--- config.mk ---
export PLATFORM = sky130hd
export DESIGN_NAME = palette_crossfade_sequencer
export DESIGN_NICKNAME = d
export VERILOG_FILES = /design/src/rtl/pcs_pkg.sv /design/src/rtl/pcs_ram.sv /design/src/rtl/pcs_front.sv /design/src/rtl/pcs_back.sv /design/src/rtl/palette_crossfade_sequencer.sv
export SDC_FILE = /design/constraint.sdc
export NUM_CORES = 2
export LEC_CHECK = 0
export BUFFER_PORTS_ARGS = -buffer_cell sky130_fd_sc_hd__buf_4
export CAP_MARGIN = 20
export CORE_MARGIN = 4
export CORE_UTILIZATION = 50
export DETAILED_ROUTE_END_ITERATION = 10
export PLACE_DENSITY = 0.66
export SLEW_MARGIN = 20
export SYNTH_ARGS = -nofsm -noshare
export SYNTH_HDL_FRONTEND = slang
export SYNTH_SLANG_ARGS = --single-unit
export TNS_END_PERCENT = 10
--- constraint.sdc ---
create_clock -name clk_i -period 23.8 [get_ports clk_i]
set_input_delay 7.14 -clock clk_i [delete_from_list [all_inputs] [get_ports clk_i]]
set_output_delay 7.14 -clock clk_i [all_outputs]
set_load 0.05 [all_outputs]
--- src/rtl/pcs_pkg.sv ---
`default_nettype none
package pcs_pkg;

  localparam int unsigned PaletteDepth = 16;
  localparam int unsigned IdxW = 4;
  localparam int unsigned LenW = 5;
  localparam int unsigned CfgIdxW = 3;
  localparam int unsigned CfgDataW = 16;
  localparam int unsigned QueueDepth = 2;

  typedef enum logic [1:0] {
    OpTick  = 2'd0,
    OpLoadA = 2'd1,
    OpLoadB = 2'd2,
    OpRestart = 2'd3
  } op_e;

  typedef enum logic [2:0] {
    RegTotalSteps = 3'd0,
    RegRateTicks  = 3'd1,
    RegPauseTicks = 3'd2,
    RegStartPaused = 3'd3,
    RegLooped     = 3'd4,
    RegEnable     = 3'd5,
    RegStartLen   = 3'd6,
    RegEndLen     = 3'd7
  } reg_e;

  typedef struct packed {
    logic [1:0]  op;
    logic [3:0]  entry_index;
    logic [23:0] color_in;
  } in_item_t;

  typedef struct packed {
    logic [3:0]  out_index;
    logic [23:0] blended_color;
    logic [7:0]  ratio;
    logic        last;
  } out_item_t;

  // One emit job passed from the front to the back.
  typedef struct packed {
    logic [7:0]      ratio;
    logic            swapped;
    logic [LenW-1:0] len_a;
    logic [LenW-1:0] len_b;
  } job_t;

  function automatic logic [LenW-1:0] clamp_len(input logic [LenW-1:0] n);
    logic [LenW-1:0] r;
    r = n;
    if (n == '0) r = LenW'(1);
    else if (n > LenW'(PaletteDepth)) r = LenW'(PaletteDepth);
    return r;
  endfunction

endpackage
`default_nettype wire

--- src/rtl/pcs_ram.sv ---
`default_nettype none
module pcs_ram #(
  parameter int unsigned Width = 24,
  parameter int unsigned Depth = 16
) (
  input  wire logic                     clk_i,
  input  wire logic                     we_i,
  input  wire logic [$clog2(Depth)-1:0] waddr_i,
  input  wire logic [Width-1:0]         wdata_i,
  input  wire logic [$clog2(Depth)-1:0] raddr_i,
  output logic [Width-1:0]              rdata_o
);
  logic [Width-1:0] mem_q [Depth];

  always_ff @(posedge clk_i) begin
    if (we_i) mem_q[waddr_i] <= wdata_i;
    rdata_o <= mem_q[raddr_i];
  end
endmodule
`default_nettype wire

--- src/rtl/pcs_front.sv ---
`default_nettype none
module pcs_front (
  input  wire logic              clk_i,
  input  wire logic              rst_ni,
  input  wire logic              cfg_we_i,
  input  wire logic [2:0]        cfg_idx_i,
  input  wire logic [15:0]       cfg_data_i,
  input  wire logic              item_valid_i,
  output logic                   item_ready_o,
  input  wire pcs_pkg::in_item_t item_i,
  output logic                   job_valid_o,
  input  wire logic              job_ready_i,
  output pcs_pkg::job_t          job_o,
  output logic                   we_a_o,
  output logic                   we_b_o
);
  logic [7:0]  total_q, step_q, step_d;
  logic [15:0] rate_q, pause_q, rel_q, rel_d, pel_q, pel_d;
  logic        sp_q, loop_q, en_q, swp_q, swp_d, pa_q, pa_d, pf_q, pf_d;
  logic [pcs_pkg::LenW-1:0] la_q, lb_q;
  logic [7:0]  tot, st;
  logic [15:0] prod;
  logic        fire, emit, go, end_swap, is_load;
  // ratio quotient by iterative restoring division
  logic        div_busy_q;
  logic [3:0]  div_cnt_q;
  logic [15:0] rem_q;
  logic [7:0]  quo_q;
  logic        div_swp_q;
  logic [15:0] num_q;
  logic [16:0] trial;

  always_ff @(posedge clk_i or negedge rst_ni) begin
    if (!rst_ni) begin
      total_q <= 8'd1; rate_q <= '0; pause_q <= '0; sp_q <= 1'b0;
      loop_q <= 1'b0; en_q <= 1'b0; la_q <= 5'd1; lb_q <= 5'd1;
    end else if (cfg_we_i) begin
      unique case (pcs_pkg::reg_e'(cfg_idx_i))
        pcs_pkg::RegTotalSteps:  total_q <= cfg_data_i[7:0];
        pcs_pkg::RegRateTicks:   rate_q <= cfg_data_i;
        pcs_pkg::RegPauseTicks:  pause_q <= cfg_data_i;
        pcs_pkg::RegStartPaused: sp_q <= cfg_data_i[0];
        pcs_pkg::RegLooped:      loop_q <= cfg_data_i[0];
        pcs_pkg::RegEnable:      en_q <= cfg_data_i[0];
        pcs_pkg::RegStartLen:    la_q <= cfg_data_i[4:0];
        pcs_pkg::RegEndLen:      lb_q <= cfg_data_i[4:0];
        default: ;
      endcase
    end
  end

  // hold loads while the back still reads the palettes
  assign is_load = (item_i.op == pcs_pkg::OpLoadA) || (item_i.op == pcs_pkg::OpLoadB);
  assign item_ready_o = !div_busy_q && !job_valid_o && (job_ready_i || !is_load);
  assign fire = item_valid_i && item_ready_o;
  assign we_a_o = fire && (item_i.op == pcs_pkg::OpLoadA);
  assign we_b_o = fire && (item_i.op == pcs_pkg::OpLoadB);
  assign tot = (total_q == '0) ? 8'd1 : total_q;

  always_comb begin
    step_d = step_q; swp_d = swp_q; pa_d = pa_q; pf_d = pf_q;
    rel_d = rel_q; pel_d = pel_q; emit = 1'b0; go = 1'b1; st = '0;
    end_swap = 1'b0;
    if (fire && item_i.op == pcs_pkg::OpTick) begin
      if (rel_d != 16'hFFFF) rel_d = rel_d + 16'd1;
      if (pa_d && pel_d != 16'hFFFF) pel_d = pel_d + 16'd1;
      if (en_q && rel_d >= rate_q) begin
        rel_d = '0;
        if (sp_q && !pf_d && !pa_d) begin
          pa_d = 1'b1; pel_d = '0;
        end
        if (pa_d) begin
          if (pel_d < pause_q) go = 1'b0;
          else begin
            pa_d = 1'b0; pf_d = 1'b1;
            if (!sp_q && loop_q) begin
              swp_d = !swp_d; step_d = '0; pa_d = 1'b0; pf_d = 1'b0; pel_d = '0;
            end
          end
        end
        if (go) begin
          if (step_d < tot) step_d = step_d + 8'd1;
          st = (step_d > tot) ? tot : step_d;
          emit = 1'b1;
          // emit uses current swap; later swap only affects the next job
          if (step_d >= tot) begin
            if (!sp_q && !pf_d) begin
              pa_d = 1'b1; pel_d = '0;
            end else if (loop_q) begin
              step_d = '0; pa_d = 1'b0; pf_d = 1'b0; pel_d = '0;
              end_swap = 1'b1;
            end
          end
        end
      end
    end else if (fire && item_i.op == pcs_pkg::OpRestart) begin
      step_d = '0; pa_d = 1'b0; pf_d = 1'b0; pel_d = '0; emit = 1'b1;
    end
  end

  // swap flip at end of blend happens after the emit; tracked separately
  logic swp_emit, swp_end;
  always_comb begin
    swp_emit = swp_d;
    swp_end = swp_d ^ end_swap;
  end

  assign prod = {8'd0, st} * 16'd255;
  assign trial = {rem_q, num_q[15]} - {9'd0, tot};

  always_ff @(posedge clk_i or negedge rst_ni) begin
    if (!rst_ni) begin
      step_q <= '0; swp_q <= 1'b0; pa_q <= 1'b0; pf_q <= 1'b0;
      rel_q <= '0; pel_q <= '0; div_busy_q <= 1'b0; job_valid_o <= 1'b0;
      div_cnt_q <= '0;
    end else begin
      step_q <= step_d; swp_q <= swp_end; pa_q <= pa_d; pf_q <= pf_d;
      rel_q <= rel_d; pel_q <= pel_d;
      if (job_valid_o && job_ready_i) job_valid_o <= 1'b0;
      if (emit) begin
        div_busy_q <= 1'b1; div_cnt_q <= 4'd0;
      end else if (div_busy_q) begin
        div_cnt_q <= div_cnt_q + 4'd1;
        if (div_cnt_q == 4'd15) begin
          div_busy_q <= 1'b0; job_valid_o <= 1'b1;
        end
      end
    end
  end

  // bit-serial quotient: remainder shifts in one product bit per cycle
  always_ff @(posedge clk_i) begin
    if (emit) begin
      num_q <= prod; rem_q <= '0; quo_q <= '0; div_swp_q <= swp_emit;
    end else if (div_busy_q) begin
      num_q <= {num_q[14:0], 1'b0};
      if (!trial[16]) begin
        rem_q <= trial[15:0];
        quo_q <= {quo_q[6:0], 1'b1};
      end else begin
        rem_q <= {rem_q[14:0], num_q[15]};
        quo_q <= {quo_q[6:0], 1'b0};
      end
    end
  end

  assign job_o.ratio = quo_q;
  assign job_o.swapped = div_swp_q;
  assign job_o.len_a = pcs_pkg::clamp_len(la_q);
  assign job_o.len_b = pcs_pkg::clamp_len(lb_q);
endmodule
`default_nettype wire

--- src/rtl/pcs_back.sv ---
`default_nettype none
module pcs_back (
  input  wire logic               clk_i,
  input  wire logic               rst_ni,
  input  wire logic               job_valid_i,
  output logic                    job_ready_o,
  input  wire pcs_pkg::job_t      job_i,
  output logic [3:0]              ra_addr_o,
  output logic [3:0]              rb_addr_o,
  input  wire logic [23:0]        ra_data_i,
  input  wire logic [23:0]        rb_data_i,
  output logic                    out_valid_o,
  input  wire logic               out_ready_i,
  output pcs_pkg::out_item_t      out_o
);
  pcs_pkg::job_t job_q;
  logic       busy_q, rd_q, rd_last_q;
  logic [4:0] i_q, ia_q, ib_q, n;
  logic [3:0] rd_idx_q;
  logic [23:0] s, e, c;
  logic [4:0] ls, le;
  logic issue;

  assign n = (job_q.len_a > job_q.len_b) ? job_q.len_a : job_q.len_b;
  assign ls = job_q.swapped ? job_q.len_b : job_q.len_a;
  assign le = job_q.swapped ? job_q.len_a : job_q.len_b;
  assign job_ready_o = !busy_q;
  // no read in flight and an empty or draining output register before issuing
  assign issue = busy_q && !rd_q && (!out_valid_o || out_ready_i);
  assign ra_addr_o = job_q.swapped ? ib_q[3:0] : ia_q[3:0];
  assign rb_addr_o = job_q.swapped ? ia_q[3:0] : ib_q[3:0];

  assign s = job_q.swapped ? rb_data_i : ra_data_i;
  assign e = job_q.swapped ? ra_data_i : rb_data_i;

  always_comb begin
    for (int k = 0; k < 3; k++) begin
      c[k*8 +: 8] = 8'((({8'd0, s[k*8 +: 8]} * 16'(8'd255 - job_q.ratio)
                        + {8'd0, e[k*8 +: 8]} * 16'(job_q.ratio)) * 32'd32897) >> 23);
    end
  end

  always_ff @(posedge clk_i or negedge rst_ni) begin
    if (!rst_ni) begin
      busy_q <= 1'b0; rd_q <= 1'b0; out_valid_o <= 1'b0;
    end else begin
      if (out_valid_o && out_ready_i) out_valid_o <= 1'b0;
      if (job_valid_i && !busy_q) begin
        busy_q <= 1'b1;
      end
      rd_q <= issue;
      if (rd_q) out_valid_o <= 1'b1;
      if (issue && i_q + 5'd1 == n) busy_q <= 1'b0;
    end
  end

  always_ff @(posedge clk_i) begin
    if (job_valid_i && !busy_q) begin
      job_q <= job_i; i_q <= '0; ia_q <= '0; ib_q <= '0;
    end else if (issue) begin
      i_q <= i_q + 5'd1;
      ia_q <= (ia_q + 5'd1 == ls) ? 5'd0 : ia_q + 5'd1;
      ib_q <= (ib_q + 5'd1 == le) ? 5'd0 : ib_q + 5'd1;
    end
    if (issue) begin
      rd_idx_q <= i_q[3:0]; rd_last_q <= (i_q + 5'd1 == n);
    end
    if (rd_q) begin
      out_o.out_index <= rd_idx_q;
      out_o.blended_color <= c;
      out_o.ratio <= job_q.ratio;
      out_o.last <= rd_last_q;
    end
  end
endmodule
`default_nettype wire

--- src/rtl/palette_crossfade_sequencer.sv ---
`default_nettype none
// Palette crossfade sequencer.
// Input channel (item_valid_i/item_ready_o, item_i): op tick, load start
// colour, load end colour, restart. Loads write a palette RAM and give no
// beat. A tick that updates, and every restart, produces a run of
// max(start_length, end_length) output beats on out_valid_o/out_ready_i,
// the final one flagged by last.
// Configuration: cfg_we_i writes register cfg_idx_i with cfg_data_i, taken
// at once; write only while idle.
// The ratio is formed by a shift-subtract divider in the front, then the
// job crosses to the back, which reads both palette RAMs one entry at a
// time and issues the next read only once the previous one has reached
// the output register.
// Items are taken one at a time: the input is held off while the divider
// runs or a job waits for the back, and a load also waits until the back
// has read its last entry.
// Reset clears the step, pause and swap state and the registers to their
// defaults; palette contents are undefined until loaded.
// When the receiver stalls, the back holds its output beat and stops
// reading, and the front stalls once its job slot is full.
module palette_crossfade_sequencer (
  input  wire logic               clk_i,
  input  wire logic               rst_ni,
  input  wire logic               cfg_we_i,
  input  wire logic [2:0]         cfg_idx_i,
  input  wire logic [15:0]        cfg_data_i,
  input  wire logic               item_valid_i,
  output logic                    item_ready_o,
  input  wire pcs_pkg::in_item_t  item_i,
  output logic                    out_valid_o,
  input  wire logic               out_ready_i,
  output pcs_pkg::out_item_t      out_o
);
  logic job_valid, job_ready, we_a, we_b;
  pcs_pkg::job_t job;
  logic [3:0] ra_addr, rb_addr;
  logic [23:0] ra_data, rb_data;

  pcs_front u_front (
    .clk_i, .rst_ni, .cfg_we_i, .cfg_idx_i, .cfg_data_i,
    .item_valid_i, .item_ready_o, .item_i,
    .job_valid_o(job_valid), .job_ready_i(job_ready), .job_o(job),
    .we_a_o(we_a), .we_b_o(we_b)
  );

  pcs_ram #(.Width(24), .Depth(pcs_pkg::PaletteDepth)) u_ram_a (
    .clk_i, .we_i(we_a), .waddr_i(item_i.entry_index), .wdata_i(item_i.color_in),
    .raddr_i(ra_addr), .rdata_o(ra_data)
  );

  pcs_ram #(.Width(24), .Depth(pcs_pkg::PaletteDepth)) u_ram_b (
    .clk_i, .we_i(we_b), .waddr_i(item_i.entry_index), .wdata_i(item_i.color_in),
    .raddr_i(rb_addr), .rdata_o(rb_data)
  );

  pcs_back u_back (
    .clk_i, .rst_ni, .job_valid_i(job_valid), .job_ready_o(job_ready), .job_i(job),
    .ra_addr_o(ra_addr), .rb_addr_o(rb_addr), .ra_data_i(ra_data), .rb_data_i(rb_data),
    .out_valid_o, .out_ready_i, .out_o
  );

`ifndef SYNTHESIS
  a_no_take_while_job: assert property (@(posedge clk_i) disable iff (!rst_ni)
    job_valid |-> !item_ready_o) else $error("item taken with job pending");
  a_out_hold: assert property (@(posedge clk_i) disable iff (!rst_ni)
    out_valid_o && !out_ready_i |=> out_valid_o) else $error("output beat dropped");
`endif
endmodule
`default_nettype wire
* After elaboration in Yosys (flattened, before gate mapping) *
Memories as Yosys holds them, arrays and structs flattened. A register that Yosys moved wholly into a read port is not among the register bits.
Index checks and enable logic that the tools add are counted.

storage, ports and cells
  bits in registers = 222
  input bits = 54
  logic and storage cells = 253
  output and inout port bits = 39
  memories kept = 2
  bits in writable memories = 768

cells by class
  equality and inequality tests = 17
  bitwise gates (word level) = 1
  add/subtract/negate cells = 12
  reductions and logical operators = 52
  magnitude comparators = 8
  mux-type cells = 112
  multiply operators = 10

memory list
  memory         depth  bits a word  rd ports  clocked after memory_dff  wr ports  RTL line       source
  u_ram_a.mem_q  16     24           1         1                         1         pcs_ram.sv:13  logic [Width-1:0] mem_q [Depth];
  u_ram_b.mem_q  16     24           1         1                         1         pcs_ram.sv:13

operators by type and width
  operator                                              count
  2-to-1 mux 16 bit                                     20
  2-to-1 mux 8 bit                                      21
  multiplier 32 x 16 -> 31 bit (second input constant)  3
  adder 24 x 16 -> 25 bit                               3
  multiplier 8 x 16 -> 24 bit                           3
  2-to-1 mux 1 bit                                      58
  multiplier 8 x 8 -> 16 bit                            3
  2-to-1 mux 24 bit                                     2
  2-to-1 mux 5 bit                                      7
  adder 16 x 1 -> 16 bit (second input constant)        2
  != test 16 bit (second input constant)                2
  logical AND 1 bit                                     18
  AND reduction 2 bit                                   9
  subtractor 17 x 8 -> 17 bit                           1
  >= comparator 16 bit                                  1
  < comparator 16 bit                                   1
  multiplier 8 x 8 -> 16 bit (second input constant)    1
  2-to-1 mux 4 bit                                      4
  adder 5 x 1 -> 5 bit (second input constant)          3
  equality test 5 bit                                   3
  equality test 3 bit (second input constant)           4
  zero test 1 bit                                       11
  > comparator 5 bit (second input constant)            2
  zero test 5 bit                                       2
  other kinds (20)                                      28

* Depth between registers and ports, before layout *
  word-level depth = 29
  gate-level depth with buffers = 55
  mapped depth without buffers = 53

* Hierarchy *
Synthesis repeated with hierarchy kept, for this count alone.

second synthesis, totals
  cell total of the unflattened synthesis = 4,744
  area, all modules = 61,968.2 um^2

modules (own cells, without submodules)
  module             area an instance (um^2)  sequential area each (um^2)  cells an instance  times used
  pcs_back           21,685.8                 2,207.1                      2,292              1
  pcs_ram (u_ram_a)  14,933.1                 12,011.5                     636                1
  pcs_ram (u_ram_b)  14,930.6                 12,011.5                     636                1
  pcs_front          10,418.7                 3,547.2                      1,180              1

* Worst setup path after synthesis *
Ideal clock, no wire load.

  path kind = in2out
  start point = input port item_i[28] (netlist name)
  end point = output port item_ready_o
  path buffers = 0
  setup slack = 7.922 ns
  stages on the path = 3
  data required time = 16.660 ns
  data arrival time = 8.738 ns
  cells stage by stage = inv_1 > ha_1 > a211oi_1

on the way
  word-level cells in the longest chain between the ends = 5
  elaborated cells between the ends (all ways) = 6
  those cells by class = 2 x eq/ne; 4 x reduce/logical

ends and longest elaborated chain
  what                                                                        RTL line                           source
  start: declaration                                                          palette_crossfade_sequencer.sv:29  input wire pcs_pkg::in_item_t item_i,
  equality test 2 x 1 -> 1 bit / equality test 2 bit (equally long branches)  pcs_front.sv:53                    assign is_load = (item_i.op == pcs_pkg::OpLoadA) || (item_i.op == pcs_pkg::OpLoadB);
  logical OR 1 bit *                                                          pcs_front.sv:53
  zero test 1 bit *                                                           pcs_front.sv:54                    assign item_ready_o = !div_busy_q && !job_valid_o && (job_ready_i || !is_load);
  logical OR 1 bit *                                                          pcs_front.sv:54
  logical AND 1 bit *                                                         pcs_front.sv:54
  end: declaration                                                            palette_crossfade_sequencer.sv:28  output logic item_ready_o,

Mark *: on every way between the ends. The rest lies on a longest branch, timed or not.

* Worst setup path after layout *
Ends and elaborated chain as after synthesis.

==> run metrics <==
DRC viols=0; synthesized area=61900 um2; Detailed Route WL=139 mm; global-route wire length before repair=221 mm; slack of the critical path=8.37 ns; CP Data Required Time=16.66 ns; DRT antenna net count=0; Worst path max stage delay=0.40 ns; min cycle time layout=15.43 ns; ys async rst share=0.101; Fin. Hold Viols=0; Clk Latency, worst-skew pair=0.72 ns; register area share after synthesis=0.481; area added between synthesis and finish=10.5%; drt wl/cell=21.1 um; vias in the first global route=38200; root buf cell=clkbuf_16; worst-margin pin slew=1.02 ns; element type at the critical path start=input pin; CTS Buffer Depth=3; # resized after CTS=0; Rows=128; critical path class=input pin to output pin; post-route setup TNS=0 ns; Total Nets Final=5801; IO Count=93; area occupied by registers=29800 um2; layout cell share with drive strength beyond 1=0.148; CP max FO=3; setup violators final=0; TritonCTS clock tree=built; Non-Filler Instances=6585; Overflow after GRT=0; pre-CTS setup slack=8.39 ns; Starting Density=0.506; Total GRT Usage=0.217; CTS H-Tree Depth=3; routability congestion estimate from global placement=0.844; share of the synthesized area in the top cell type=0.411; postcts setup bufs=0; Worst-path clk slew=0.06 ns; initial antenna violation count=4; skew final=0.0466 ns; Post-synth EDFFs=846; largest net degree at the start of global routing=97; Mapped Cells=4758; #FFs+latches synth=1038; Ys Warns=0; Max Slew Vio Count=0; most used cell, CP=buf_4; # port buffers=92; DR pass1 iterations=7; Post-CTS Hold Buffers=0; DR vias=37153; Cells after DPL=6389; most frequent cells after synthesis=edfxtp_1 (846), ha_1 (553), inv_1 (531); n_diodes=0; HPWL Detailed=93.4 mm; largest area contributor in the netlist=edfxtp_1; Synth area leaders=edfxtp_1 (41%), ha_1 (11%), fa_1 (10%); most frequent cell after synthesis=edfxtp_1; max-cap viol count=0; Final Cycle Share=0.648; Post-Syn Area per Cell=13.0 um2; RSZ-0062 raised after global routing=false; Multi-input gate area=29700 um2; run status=completed; Die Span Y=360 um; drt initial violations=2993; chip width=360 um; Max stage delay cell, worst path=a211oi_1; Num Clock Sinks=1038; # fillers=10057; Worst EP arrival=8.29 ns; DR vias/cell=5.64; die area=129000 um2; hold crit path type=flop to flop; Distinct cells, synth=87; Std-Cell Core Area=122000 um2; ys flop type=edfxtp_1; cell breakdown of the critical path=buf_4 > inv_1 > ha_1 > a211oi_1 > buf_4; crit path capture type=output pin; Max Clk Rate=0.0648 GHz; post-layout util=0.559; Slew HR=0.298; CTS Buf Count=104
[cells by family (layout without fill, tap and decap cells)]
family,after synthesis,count (layout),share of synthesized area
other cells,2,6,0.000121
simple gates,1139,1139,0.0907
flops,1038,1038,0.481
compound gates,543,543,0.0576
fa+ha+maj,877,877,0.217
mux,309,309,0.0895
xor+xnor,144,144,0.0207
buf+inv,706,904,0.0434
[final timing paths]
kind / startpoint / endpoint / slack (ns) / depth (start not counted)
setup / recovery: item_i[28] / item_ready_o / 8.37 / 5
hold / removal: u_front.div_swp_q$_DFFE_PP_ / u_back.job_q[10]$_DFFE_PP_ / 0.38 / 0
setup reg to reg: u_front.pel_q[0]$_DFFE_PN0P_ / u_front.num_q[14]$_DFFE_PP_ / 10.67 / 51
hold reg to reg: u_front.div_swp_q$_DFFE_PP_ / u_back.job_q[10]$_DFFE_PP_ / 0.38 / 0
max in group asynchronous: rst_ni / u_front.pause_q[6]$_DFFE_PN0P_ / 16.04 / 2
min in group asynchronous: rst_ni / u_front.la_q[3]$_DFFE_PN0P_ / 6.46 / 1
[per-layer routing]
metal | routed length (um) | GRT usage | vias to the layer above | part of all wire
li1 | - | - | 17178 | -
met3 | 8400 | 0.0294 | 141 | 0.060
met5 | 13 | 0 | - | 0.000094
met1 | 61600 | 0.311 | 18866 | 0.44
met4 | 2350 | 0.0477 | 2 | 0.017
met2 | 66600 | 0.358 | 966 | 0.48
[layout make-up]
type / instances / area share
clock buffer: 132 / 0.0414
clock inverter: 64 / 0.0102
inverter: 532 / 0.0292
multi-input combinational: 3018 / 0.434
sequential: 1038 / 0.436
tap: 1625 / 0.0297
timing repair buffer: 176 / 0.0199
[sequential cells by signal (all words and copies together), names as in the netlist, 5 cells and up]
name,cells
u_ram_a.mem_q,384
u_ram_b.mem_q,384
u_back.out_o,37
u_ram_a.rdata_o,24
u_ram_b.rdata_o,24
u_back.job_q,19
u_front.num_q,16
u_front.pause_q,16
u_front.pel_q,16
u_front.rate_q,16
u_front.rel_q,16
u_front.rem_q,16
u_front.quo_q,8
u_front.step_q,8
u_front.total_q,8
u_back.i_q,5
u_back.ia_q,5
u_back.ib_q,5
u_front.la_q,5
u_front.lb_q,5
[critical path, delay by kind of cell]
kind            cells  cell delay, ns
buf+inv             3            0.44
compound gates      1            0.40
fa+ha+maj           1            0.31
[stage by stage]
step | area (um2) | hold WS, ns
2_1_floorplan | 61900 | 0.400
5_1_grt | 68300 | 0.409
4_1_cts | 68300 | 0.388
6_report | 68300 | 0.382
3_3_place_gp | 64800 | 0.404
3_5_place_dp | 64800 | 0.406
[cell usage in the layout, fill, tap and decap left out, drive strengths merged, types with 8 or more instances in the layout]
| cell | synthesis | routed |
|---|---|---|
| nand2 | 315 | 315 |
| mux2i | 83 | 83 |
| bufinv | 0 | 10 |
| and3 | 25 | 25 |
| fa | 324 | 324 |
| buf | 30 | 176 |
| dfxtp | 87 | 87 |
| o31ai | 14 | 14 |
| edfxtp | 846 | 846 |
| and2 | 124 | 124 |
| o21ai | 128 | 128 |
| a21oi | 92 | 92 |
| nand4b | 10 | 10 |
| mux4 | 192 | 192 |
| a211oi | 73 | 73 |
| or2 | 104 | 104 |
| clkbuf | 144 | 132 |
| o21a | 16 | 16 |
| nor3 | 41 | 41 |
| ha | 553 | 553 |
| nor2b | 84 | 84 |
| nand4 | 27 | 27 |
| dfrtp | 102 | 102 |
| inv | 532 | 537 |
| o2111ai | 12 | 12 |
| xor2 | 59 | 59 |
| mux2 | 34 | 34 |
| nand2b | 35 | 35 |
| o211ai | 9 | 9 |
| a22o | 8 | 8 |
| nand3 | 73 | 73 |
| a21o | 43 | 43 |
| nor2 | 268 | 268 |
| nor4 | 8 | 8 |
| clkinv | 0 | 47 |
| xnor2 | 84 | 84 |
| a211o | 8 | 8 |
| a31oi | 85 | 85 |
Power is not shown: default switching activity piles up to over one toggle a cycle in this logic, so the estimate is an artifact.
